===== src/ccm_pkg.sv =====
`default_nettype none

package ccm_pkg;

  typedef struct packed {
    logic        has_contact;
    logic [31:0] feature_key;
    logic [31:0] normal_impulse_in;
    logic [31:0] tangent_impulse_in;
    logic [31:0] binormal_impulse_in;
    logic        last_of_frame;
  } in_word_t;

  typedef struct packed {
    logic        matched;
    logic        overflow;
    logic [31:0] normal_impulse;
    logic [31:0] tangent_impulse;
    logic [31:0] binormal_impulse;
    logic        frame_done;
  } out_word_t;

  typedef struct packed {
    logic [31:0] normal;
    logic [31:0] tangent;
    logic [31:0] binormal;
  } imp_t;

  // One stored contact: its key and the impulses it left behind.
  typedef struct packed {
    logic [31:0] key;
    imp_t        imp;
  } entry_t;

  localparam logic [31:0] ZERO_IMPULSE = 32'h0000_0000;

  localparam logic WARM_START_RESET = 1'b1;

endpackage

`default_nettype wire


===== src/ccm_in_if.sv =====
`default_nettype none

interface ccm_in_if;
  import ccm_pkg::*;

  logic     valid;
  logic     ready;
  in_word_t word;

  modport source (output valid, output word, input ready);
  modport sink (input valid, input word, output ready);
endinterface

`default_nettype wire


===== src/ccm_out_if.sv =====
`default_nettype none

interface ccm_out_if;
  import ccm_pkg::*;

  logic      valid;
  logic      ready;
  out_word_t word;

  modport source (output valid, output word, input ready);
  modport sink (input valid, input word, output ready);
endinterface

`default_nettype wire


===== src/ccm_store.sv =====
`default_nettype none

module ccm_store #(
  parameter int DEPTH  = 16,
  parameter int ADDR_W = 4
) (
  input  logic                  clk,
  input  logic                  rd_en,
  input  logic [ADDR_W-1:0]     rd_addr,
  output ccm_pkg::entry_t       rd_data,
  input  logic                  wr_en,
  input  logic [ADDR_W-1:0]     wr_addr,
  input  ccm_pkg::entry_t       wr_data
);
  import ccm_pkg::*;

  entry_t mem [DEPTH];

  always_ff @(posedge clk) begin
    if (wr_en) begin
      mem[wr_addr] <= wr_data;
    end
    if (rd_en) begin
      rd_data <= mem[rd_addr];
    end
  end

endmodule

`default_nettype wire


===== src/ccm_seq.sv =====
`default_nettype none

module ccm_seq #(
  parameter int MAX_CONTACTS = 8,
  parameter int CNT_W        = 4,
  parameter int ADDR_W       = 4
) (
  input  logic                  clk,
  input  logic                  rst,
  input  logic                  warm_start,
  input  logic                  in_valid,
  input  ccm_pkg::in_word_t     in_word,
  output logic                  in_ready,
  input  logic                  out_free,
  output logic                  res_valid,
  output ccm_pkg::out_word_t    res_word,
  output logic                  rd_en,
  output logic [ADDR_W-1:0]     rd_addr,
  input  ccm_pkg::entry_t       rd_data,
  output logic                  wr_en,
  output logic [ADDR_W-1:0]     wr_addr,
  output ccm_pkg::entry_t       wr_data
);
  import ccm_pkg::*;

  typedef enum logic [2:0] {
    S_IDLE   = 3'b001,
    S_SCAN   = 3'b010,
    S_FINISH = 3'b100
  } state_t;

  state_t          state;
  in_word_t        item;
  imp_t            merged;
  logic            hit;
  logic            pending;
  logic [CNT_W-1:0] scan_idx;
  logic [CNT_W-1:0] active_count;
  logic [CNT_W-1:0] building_count;
  logic             active_bank;

  logic             hit_now;
  logic             scan_end;
  logic             room;
  logic             finish_go;
  logic [CNT_W-1:0] building_count_next;
  logic [ADDR_W-1:0] active_base;
  logic [ADDR_W-1:0] building_base;

  always_comb begin
    active_base   = active_bank ? ADDR_W'(MAX_CONTACTS) : '0;
    building_base = active_bank ? '0 : ADDR_W'(MAX_CONTACTS);

    // Compare the word that the read of the previous cycle returned.
    hit_now  = pending && (rd_data.key == item.feature_key);
    scan_end = (scan_idx == active_count);

    rd_en   = (state == S_SCAN) && !hit_now && !scan_end;
    rd_addr = active_base + ADDR_W'(scan_idx);

    room      = (building_count != CNT_W'(MAX_CONTACTS));
    finish_go = (state == S_FINISH) && out_free;
    building_count_next = room ? building_count + CNT_W'(1) : building_count;

    wr_en           = finish_go && room;
    wr_addr         = building_base + ADDR_W'(building_count);
    wr_data.key     = item.feature_key;
    wr_data.imp     = merged;

    res_valid                 = finish_go;
    res_word.matched          = hit;
    res_word.overflow         = !room;
    res_word.normal_impulse   = merged.normal;
    res_word.tangent_impulse  = merged.tangent;
    res_word.binormal_impulse = merged.binormal;
    res_word.frame_done       = item.last_of_frame;

    in_ready = (state == S_IDLE);
  end

  always_ff @(posedge clk) begin
    if (rst) begin
      state          <= S_IDLE;
      pending        <= 1'b0;
      active_count   <= '0;
      building_count <= '0;
      active_bank    <= 1'b0;
    end else begin
      pending <= rd_en;
      case (state)
        S_IDLE: begin
          if (in_valid) begin
            item <= in_word;
            if (in_word.has_contact) begin
              state           <= S_SCAN;
              scan_idx        <= '0;
              hit             <= 1'b0;
              merged.normal   <= in_word.normal_impulse_in;
              merged.tangent  <= in_word.tangent_impulse_in;
              merged.binormal <= in_word.binormal_impulse_in;
            end else if (in_word.last_of_frame) begin
              // An empty word still closes the frame.
              active_bank    <= ~active_bank;
              active_count   <= building_count;
              building_count <= '0;
            end
          end
        end
        S_SCAN: begin
          if (hit_now) begin
            hit   <= 1'b1;
            state <= S_FINISH;
            if (warm_start) begin
              merged <= rd_data.imp;
            end else begin
              merged.normal   <= ZERO_IMPULSE;
              merged.tangent  <= ZERO_IMPULSE;
              merged.binormal <= ZERO_IMPULSE;
            end
          end else if (scan_end) begin
            state <= S_FINISH;
          end else begin
            scan_idx <= scan_idx + CNT_W'(1);
          end
        end
        S_FINISH: begin
          if (out_free) begin
            state <= S_IDLE;
            if (item.last_of_frame) begin
              active_bank    <= ~active_bank;
              active_count   <= building_count_next;
              building_count <= '0;
            end else begin
              building_count <= building_count_next;
            end
          end
        end
        default: begin
          state <= S_IDLE;
        end
      endcase
    end
  end

endmodule

`default_nettype wire


===== src/contact_cache_merge.sv =====
`default_nettype none

// Warm-start contact cache for one body pair.
// Channels: contacts (sink) takes one word per new contact of a frame;
// merged (source) returns one word per word that has has_contact set.
// A word with has_contact clear gives no result; with last_of_frame set it
// still closes the frame. cfg_we/cfg_wdata write the warm_start bit.
// Each contact's key is searched in the previous frame's bank, one stored
// entry per cycle through the single read port of the contact memory, and
// the merged contact is written into the other bank.
// The search stops at the first matching entry. The next word is accepted
// in the cycle after the result leaves the sequencer; no word is taken
// while a contact is searched or its result waits in the sequencer.
// Results wait in an output register; a stalled receiver holds that
// register, and the sequencer may still accept and search one more word
// before it waits for the register to drain.
// Reset clears both contact counts, selects bank 0 as active and sets
// warm_start to 1. The memory contents are not cleared.
module contact_cache_merge #(
  parameter int MAX_CONTACTS = 8
) (
  input  logic       clk,
  input  logic       rst,
  ccm_in_if.sink     contacts,
  ccm_out_if.source  merged,
  input  logic       cfg_we,
  input  logic       cfg_wdata
);
  import ccm_pkg::*;

  localparam int CNT_W  = $clog2(MAX_CONTACTS + 1);
  localparam int DEPTH  = 2 * MAX_CONTACTS;
  localparam int ADDR_W = $clog2(DEPTH);

  logic              warm_start;
  logic              out_valid;
  out_word_t         out_word;
  logic              out_free;
  logic              res_valid;
  out_word_t         res_word;
  logic              rd_en;
  logic [ADDR_W-1:0] rd_addr;
  entry_t            rd_data;
  logic              wr_en;
  logic [ADDR_W-1:0] wr_addr;
  entry_t            wr_data;

  always_ff @(posedge clk) begin
    if (rst) begin
      warm_start <= WARM_START_RESET;
    end else if (cfg_we) begin
      warm_start <= cfg_wdata;
    end
  end

  assign out_free = !out_valid || merged.ready;

  always_ff @(posedge clk) begin
    if (rst) begin
      out_valid <= 1'b0;
    end else if (out_free) begin
      out_valid <= res_valid;
    end
  end

  always_ff @(posedge clk) begin
    if (out_free && res_valid) begin
      out_word <= res_word;
    end
  end

  assign merged.valid = out_valid;
  assign merged.word  = out_word;

  ccm_seq #(
    .MAX_CONTACTS (MAX_CONTACTS),
    .CNT_W        (CNT_W),
    .ADDR_W       (ADDR_W)
  ) u_seq (
    .clk        (clk),
    .rst        (rst),
    .warm_start (warm_start),
    .in_valid   (contacts.valid),
    .in_word    (contacts.word),
    .in_ready   (contacts.ready),
    .out_free   (out_free),
    .res_valid  (res_valid),
    .res_word   (res_word),
    .rd_en      (rd_en),
    .rd_addr    (rd_addr),
    .rd_data    (rd_data),
    .wr_en      (wr_en),
    .wr_addr    (wr_addr),
    .wr_data    (wr_data)
  );

  ccm_store #(
    .DEPTH  (DEPTH),
    .ADDR_W (ADDR_W)
  ) u_store (
    .clk     (clk),
    .rd_en   (rd_en),
    .rd_addr (rd_addr),
    .rd_data (rd_data),
    .wr_en   (wr_en),
    .wr_addr (wr_addr),
    .wr_data (wr_data)
  );

endmodule

`default_nettype wire


===== src/flat_wrapper.sv =====
// flat-port wrapper written by rule: the top's interface ports become plain ports
module contact_cache_merge_flat import ccm_pkg::*;
#(
  parameter int MAX_CONTACTS = 8
)
  (clk, rst, cfg_we, cfg_wdata, contacts_valid, contacts_word, contacts_ready, merged_valid, merged_word, merged_ready);
  ccm_in_if contacts_i ();
  ccm_out_if merged_i ();
  input  logic clk;
  input  logic rst;
  input  logic cfg_we;
  input  logic cfg_wdata;
  input wire logic [$bits(contacts_i.valid)-1:0] contacts_valid;
  input wire logic [$bits(contacts_i.word)-1:0] contacts_word;
  output wire logic [$bits(contacts_i.ready)-1:0] contacts_ready;
  output wire logic [$bits(merged_i.valid)-1:0] merged_valid;
  output wire logic [$bits(merged_i.word)-1:0] merged_word;
  input wire logic [$bits(merged_i.ready)-1:0] merged_ready;
  assign contacts_i.valid = contacts_valid;
  assign contacts_i.word = contacts_word;
  assign contacts_ready = contacts_i.ready;
  assign merged_valid = merged_i.valid;
  assign merged_word = merged_i.word;
  assign merged_i.ready = merged_ready;
  contact_cache_merge #(.MAX_CONTACTS(MAX_CONTACTS)) u_core (.clk(clk), .rst(rst), .contacts(contacts_i), .merged(merged_i), .cfg_we(cfg_we), .cfg_wdata(cfg_wdata));
endmodule

===== config.mk =====
export PLATFORM = sky130hd
export DESIGN_NAME = contact_cache_merge_flat
export DESIGN_NICKNAME = d
export VERILOG_FILES = /design/src/ccm_pkg.sv /design/src/ccm_in_if.sv /design/src/ccm_out_if.sv /design/src/ccm_store.sv /design/src/ccm_seq.sv /design/src/contact_cache_merge.sv /design/src/flat_wrapper.sv
export SDC_FILE = /design/constraint.sdc
export NUM_CORES = 2
export LEC_CHECK = 0
export BUFFER_PORTS_ARGS = -buffer_cell sky130_fd_sc_hd__buf_2
export CAP_MARGIN = 15
export CORE_MARGIN = 4
export CORE_UTILIZATION = 52
export CTS_BUF_LIST = sky130_fd_sc_hd__clkbuf_16
export DETAILED_ROUTE_END_ITERATION = 8
export HOLD_SLACK_MARGIN = 0.06
export MAX_ROUTING_LAYER = met4
export PLACE_DENSITY_LB_ADDON = 0.25
export SKIP_CTS_REPAIR_TIMING = 1
export SLEW_MARGIN = 10
export SYNTH_ARGS = -nofsm -noshare
export SYNTH_HDL_FRONTEND = slang
export SYNTH_HIERARCHICAL = 1
export SYNTH_SLANG_ARGS = --single-unit

===== constraint.sdc =====
create_clock -name clk -period 19.5 [get_ports clk]
set_input_delay 5.85 -clock clk [delete_from_list [all_inputs] [get_ports clk]]
set_output_delay 5.85 -clock clk [all_outputs]
set_load 0.005 [all_outputs]

# ---- Yosys cells after proc, flatten, opt, wreduce, memory -nomap -nowiden
# Memories as Yosys holds them, arrays and structs flattened. A register that Yosys moved wholly into a read port is not among the register bits.
# Cells that the tools add are included.
dict set report word_totals {
  reg_bits 248
  ram_bits 2048
  inputBits 136
  output_inout_bits 101
  word_cells 105
  memories 1
}
# name depth width read_ports rd_ports_with_merged_regs write_ports line
set mem_list {}
lappend mem_list {u_core.u_store.mem 16 128 1 1 1 ccm_store.sv:17} ;# entry_t mem [DEPTH];
dict set report op_classes {
  n_addsub 4
  n_eq_ne 16
  mux 43
  bitwise 2
  n_reduce_logical 19
}
# operator n
set ops {}
lappend ops {{$mux W96} 4}
lappend ops {{$pmux W96 S2} 1}
lappend ops {{$mux W4} 17}
lappend ops {{$eq A32 B32 Y1} 1}
lappend ops {{$pmux W4 S2} 3}
lappend ops {{$ne A2 B2 Y1 const B} 8}
lappend ops {{$mux W3} 5}
lappend ops {{$reduce_and A6 Y1} 2}
lappend ops {{$mux W1} 10}
lappend ops {{$reduce_and A5 Y1} 2}
lappend ops {{$pmux W3 S3} 1}
lappend ops {{$add A4 B1 Y4 const B} 2}
lappend ops {{$add A4 B4 Y4} 2}
lappend ops {{$logic_and A1 B1 Y1} 6}
lappend ops {{$eq A4 B4 Y1} 1}
lappend ops {{$logic_not A1 Y1} 4}
lappend ops {{$ne A4 B4 Y1 const B} 1}
lappend ops {{$pmux W1 S2} 2}
lappend ops {{$reduce_and A4 Y1} 1}
lappend ops {{$reduce_bool A2 Y1} 2}
lappend ops {{$eq A3 B1 Y1 const B} 1}
lappend ops {{$eq A3 B2 Y1 const B} 1}
lappend ops {{$eq A3 B3 Y1 const B} 1}
lappend ops {{$ne A3 B3 Y1 const B} 1}
lappend ops {{other kinds (4)} 5}

# ---- Depth between registers and ports, before layout
dict set report logic_depth {
  word_depth 6
  depth_mapped 10
  depth_no_buf 7
}

# ---- Modules after synthesis
# The synthesis kept the hierarchy.
# module n_inst cells_each area_per_inst_um2 seq_area_each_um2
set modules_own_cells {}
lappend modules_own_cells {ccm_store 1 3365 80612.3 65342.7}
lappend modules_own_cells {ccm_seq 1 713 7353.3 4284.1}
lappend modules_own_cells {contact_cache_merge 1 107 3056.7 3012.9}

# ---- Worst setup path before layout
# Ideal clock, no wire load.
dict set report synth_path {
  kind {input -> register}
  start {input port merged_ready}
  end {memory u_core/u_store/mem[0][0] (netlist name) (enable)}
  setup_time_ns 0.772
  t_arrival_ns 15.531
  t_required_ns 18.728
  setup_slack_ns 3.197
  stages 5
  path_buffers 0
  cell_sequence {nand2b_4 and4bb_1 and2_1 or3b_2 nor3_1}
}
dict set report synth_via {
  elab_chain_cells 5
}
# element line
set synth_lines {}
lappend synth_lines {{from (decl)} flat_wrapper.sv:18} ;# input wire logic [$bits(merged_i.ready)-1:0] merged_ready;
lappend synth_lines {{$logic_or A1 B1 Y1} contact_cache_merge.sv:56} ;# assign out_free = !out_valid || merged.ready;
lappend synth_lines {{$logic_and A1 B1 Y1} ccm_seq.sv:62} ;# finish_go = (state == S_FINISH) && out_free;
lappend synth_lines {{named net u_core.res_valid} contact_cache_merge.sv:39} ;# logic res_valid;
lappend synth_lines {{$logic_and A1 B1 Y1} ccm_seq.sv:65} ;# wr_en = finish_go && room;
lappend synth_lines {{named net u_core.wr_en} contact_cache_merge.sv:44} ;# logic wr_en;
lappend synth_lines {{$mux W1} ccm_store.sv:20} ;# if (wr_en) begin
lappend synth_lines {{$mux W1 (implied by the code)} ccm_store.sv:21} ;# mem[wr_addr] <= wr_data;
lappend synth_lines {{to (decl)} ccm_store.sv:17}
# The timed path passes the listed nets, and every way through them passes these cells.

# ---- Worst setup path after layout
dict set report layout_path {
  start {input port merged_ready}
  end {memory u_core/u_store/mem[14][91] (netlist name) (enable)}
}
dict set report layout_via {
  elab_chain_cells 5
}
# element line
set layout_lines {}
lappend layout_lines {{$logic_or A1 B1 Y1} contact_cache_merge.sv:56}
lappend layout_lines {{named net u_core.out_free} contact_cache_merge.sv:38} ;# logic out_free;
lappend layout_lines {{$logic_and A1 B1 Y1} ccm_seq.sv:62}
lappend layout_lines {{named net u_core.res_valid} contact_cache_merge.sv:39}
lappend layout_lines {{$logic_and A1 B1 Y1} ccm_seq.sv:65}
lappend layout_lines {{named net u_core.wr_en} contact_cache_merge.sv:44}
lappend layout_lines {{$mux W1} ccm_store.sv:20}
lappend layout_lines {{$mux W1 (implied by the code)} ccm_store.sv:21}
# The timed path passes the listed nets, and every way through them passes these cells.

==> results.sh <==
export IMPL_clockPowerShare=0.424
export IMPL_dieArea_sq_mm=0.182
export IMPL_clk_latency_ns=0.86
export IMPL_power_internal_mw=8.31
export IMPL_synth_distinct_cells=53
export IMPL_max_stage_delay_ns=0.77
export IMPL_grt_pass1_vias=43900
export IMPL_synthArstFlopShare=0
export IMPL_tns_ns=0
export IMPL_min_delay_start="u_core/u_seq/hit$_DFFE_PP_"
export IMPL_drc=0
export IMPL_max_slew_margin=0.180
export IMPL_layout_cells_non_filler=6937
export IMPL_worstSetupPathType="in2reg"
export IMPL_rr_endpoint="u_core/u_store/rd_data[73]$_DFFE_PP_"
export IMPL_synth_area_per_cell_sq_um=21.7
export IMPL_min_path_type="reg2reg"
export IMPL_critPathArrivalTime_ns=9.04
export IMPL_endpoint_kind="flip-flop"
export IMPL_dp_hpwl_microns=102000
export IMPL_min_period_over_period=0.439
export IMPL_worstPathMaxFanout=31
export IMPL_finalMaxSlewViolations=0
export IMPL_antenna_found_initial=3
export IMPL_grt_max_degree=129
export IMPL_crit_slowest_cell="nor2_4"
export IMPL_hold_depth=0
export IMPL_p_sw_mw=2.06
export IMPL_globalRouteOverflowTotal=0
export IMPL_fin_ws_ns=10.94
export IMPL_start_kind="primary input"
export IMPL_cp_num_buf_inv=3
export IMPL_nets=4562
export IMPL_place_ws_ns=10.06
export IMPL_drtPass1Iterations=8
export IMPL_swShare=0.199
export IMPL_path_clk_slew_ns=0.06
export IMPL_design_core_area_sq_mm=0.174
export IMPL_clock_sinks=2424
export IMPL_cp_common_cell="buf_4"
export IMPL_grt_pass1_wl_microns=293000
export IMPL_fp_dieH_microns=426
export IMPL_drive_gt1_frac=0.252
export IMPL_power_per_cell_area_mw_per_mm2=102
export IMPL_wl_per_cell_microns=28.5
export IMPL_syn_nets=4324
export IMPL_ys_seq_area_frac=0.798
export IMPL_rsz0062_at_grt="no"
export IMPL_routed_wl_microns=198000
export IMPL_period_needed_ns=8.56
export IMPL_postRouteAntennaNets=0
export IMPL_vias=42100
export IMPL_outcome="finished clean"
export IMPL_reg2reg_slack_ns=14.63
export IMPL_yosysWarnings=6
export IMPL_routed_via_density=6.07
export IMPL_r2r_cells=6
export IMPL_reg2reg_from="u_core/u_seq/scan_idx[0]$_SDFFCE_PN0P_"
export IMPL_cp_required_ns=19.98
export IMPL_synthFlopType="edfxtp_1"
export IMPL_stdcell_area_sq_mm=0.102
export IMPL_io_buffer_count=236
export IMPL_path_cells="buf_2, nand2b_4, and4bb_1, and2_1, nand3_1, nor2_4, buf_4, buf_4"
export IMPL_skew_ns=0.0264
export IMPL_boundaryPins=237
export IMPL_clockRootBuffer="clkbuf_16"
export IMPL_synth_edff_count=2409
export IMPL_hold_viol=0
export IMPL_cts_tree="built"
export IMPL_ys_ff_latch=2424
export IMPL_htreeDepth=4
export IMPL_crit_family="simple AND/OR/NAND/NOR gates"
export IMPL_synthesis_area_sq_mm=0.0910
export IMPL_p_leak_nw=32.7
export IMPL_rows=153
export IMPL_first_iter_violations=4207
export IMPL_whs_endpoint="u_core/merged.word[98]$_DFFE_PP_"
export IMPL_initial_core_util=0.523
export IMPL_whs_ns=0.426
export IMPL_tightest_slew_ns=1.23
export IMPL_placed_cells=6516
export IMPL_globalplace_congestion=0.747
export IMPL_seq_power_share=0.555
export IMPL_postPlaceCellArea_sq_mm=0.0943
export IMPL_cts_buffer_depth=3
export IMPL_fmax_mhz=117
export IMPL_combPwrFrac=0.021
export IMPL_syn_to_final_growth_pct=11.8
export IMPL_maxCapViolations=0
export IMPL_syn_instance_count=4185
export IMPL_setup_violations=0
export IMPL_ir_drop_uv=67.3
export IMPL_cts_inserted_buffers=230
export IMPL_globalRouteTotalUtil=0.227
export IMPL_dieWidth_microns=426
## Yosys cell counts, types with 2 or more instances
cell / n / area share
edfxtp_1: 2409 / 0.79
mux4_2: 476 / 0.12
nand2_1: 312 / 0.013
a22oi_1: 219 / 0.018
clkbuf_1: 116 / 0.0048
buf_4: 112 / 0.0092
nand3_1: 104 / 0.0057
mux2i_1: 84 / 0.0092
buf_2: 53 / 0.0029
a21oi_1: 32 / 0.0018
xnor2_1: 32 / 0.0031
nor2_1: 28 / 0.0012
a211oi_1: 21 / 0.0017
o22ai_1: 19 / 0.0013
o211ai_1: 17 / 0.0014
dfxtp_1: 15 / 0.0033
nor2b_1: 15 / 0.0010
buf_1: 14 / 0.00058
buf_6: 14 / 0.0017
nand4_1: 10 / 0.00069
inv_1: 8 / 0.00033
nor3_1: 8 / 0.00044
xor2_1: 7 / 0.00067
and2_1: 5 / 0.00034
nand2b_1: 5 / 0.00034
nor4_1: 5 / 0.00034
buf_8: 4 / 0.00066
nand3b_1: 4 / 0.00033
ha_1: 3 / 0.00041
nor2_2: 3 / 0.00021
o21ai_0: 3 / 0.00016
or3_1: 3 / 0.00021
a31oi_1: 2 / 0.00014
inv_2: 2 / 0.000083
o31ai_1: 2 / 0.00016
or2_1: 2 / 0.00014
## how the worst max path moves through the flow
stage	end	slack, ns	from	cells after the start
final	u_core/u_store/mem[14][91]$_DFFE_PP_	10.94	merged_ready	8
after global routing	u_core/u_store/mem[14][97]$_DFFE_PP_	10.83	merged_ready	8
after CTS	u_core/u_store/mem[14][97]$_DFFE_PP_	10.97	merged_ready	8
after detailed placement	u_core/u_store/mem[14][87]$_DFFE_PP_	10.06	merged_ready	8
after global placement	u_core/u_store/mem[14][87]$_DFFE_PP_	10.12	merged_ready	8
after floorplan	u_core/u_store/mem[0][0]$_DFFE_PP_	3.20	merged_ready	5
## cells by family after synthesis
group           share of synthesized area
compound gates                     0.0255
flops                               0.798
simple gates                       0.0249
mux                                 0.127
xor+xnor                          0.00375
fa+ha+maj                        0.000412
buf+inv                            0.0203
## routing by layer
| metal | vias to the layer above | GRT usage | routed length, microns |
|---|---|---|---|
| met5 | - | - | 0 |
| met4 | 0 | 0.0569 | 4370 |
| met3 | 275 | 0.0309 | 11500 |
| met2 | 1454 | 0.375 | 101000 |
| met1 | 22600 | 0.303 | 80500 |
| li1 | 17700 | - | - |
## worst register-to-register path: stages, from the launching register on
cell and delay, ns:
edfxtp_1 0.97, buf_4 0.80, buf_12 0.68, buf_12 0.89
mux4_2 0.72, a211oi_1 0.33, a21oi_1 0.15
## power groups by stage
stage               sequential [mW]  clock [mW]  combinational [mW]
floorplan                      5.83           0               0.159
global placement               5.87           0               0.213
detailed placement             5.87           0               0.215
CTS                            5.76        4.48               0.216
global route                   5.76        4.71               0.230
finish                         5.76        4.40               0.213
## cell usage in the layout (no fill, tap or decap), types with 10 or more instances in the layout
cell,n
nor2_1,13
clkinv_2,46
xnor2_1,32
inv_1,55
mux2i_1,84
o211ai_1,17
clkbuf_16,233
a22oi_1,219
clkinv_1,46
a21oi_1,32
buf_2,236
edfxtp_1,2409
bufinv_16,26
buf_4,70
nand4_1,10
nor2b_1,11
nand2_1,311
nor2_4,15
o22ai_1,19
buf_12,13
mux4_2,476
nand3_1,104
a211oi_1,21
dfxtp_1,14
## stage by stage
stage	power, mW	utilization
6_report	10.4	0.585
4_1_cts	10.5	0.585
2_1_floorplan	5.99	-
5_1_grt	10.7	0.585
3_3_place_gp	6.08	0.542
3_5_place_dp	6.09	0.542
## final cells by class
type / instances / area (sq um)
antenna: 1 / 2.50
clock buffer: 233 / 5830
clock inverter: 187 / 1650
fill: 12400 / 72300
inverter: 10 / 42.5
multi-input combinational: 1438 / 16700
sequential: 2424 / 72600
tap: 2325 / 2910
timing repair buffer: 319 / 1970
## registers in the layout (all words and copies together), names as in the netlist
register                     count
u_core/merged.word              99
u_core/u_seq/wr_data            32
u_core/u_seq/res_word           97
u_core/u_seq/scan_idx            4
u_core/merged.valid              1
u_core/u_seq/active_count        4
u_core/u_seq/state               3
u_core/u_seq/hit                 1
u_core/u_store/mem            2048
u_core/u_seq/building_count      4
u_core/warm_start                1
u_core/u_seq/active_bank         1
u_core/u_store/rd_data         128
u_core/u_seq/pending             1
(Power assumes the default switching activity.)
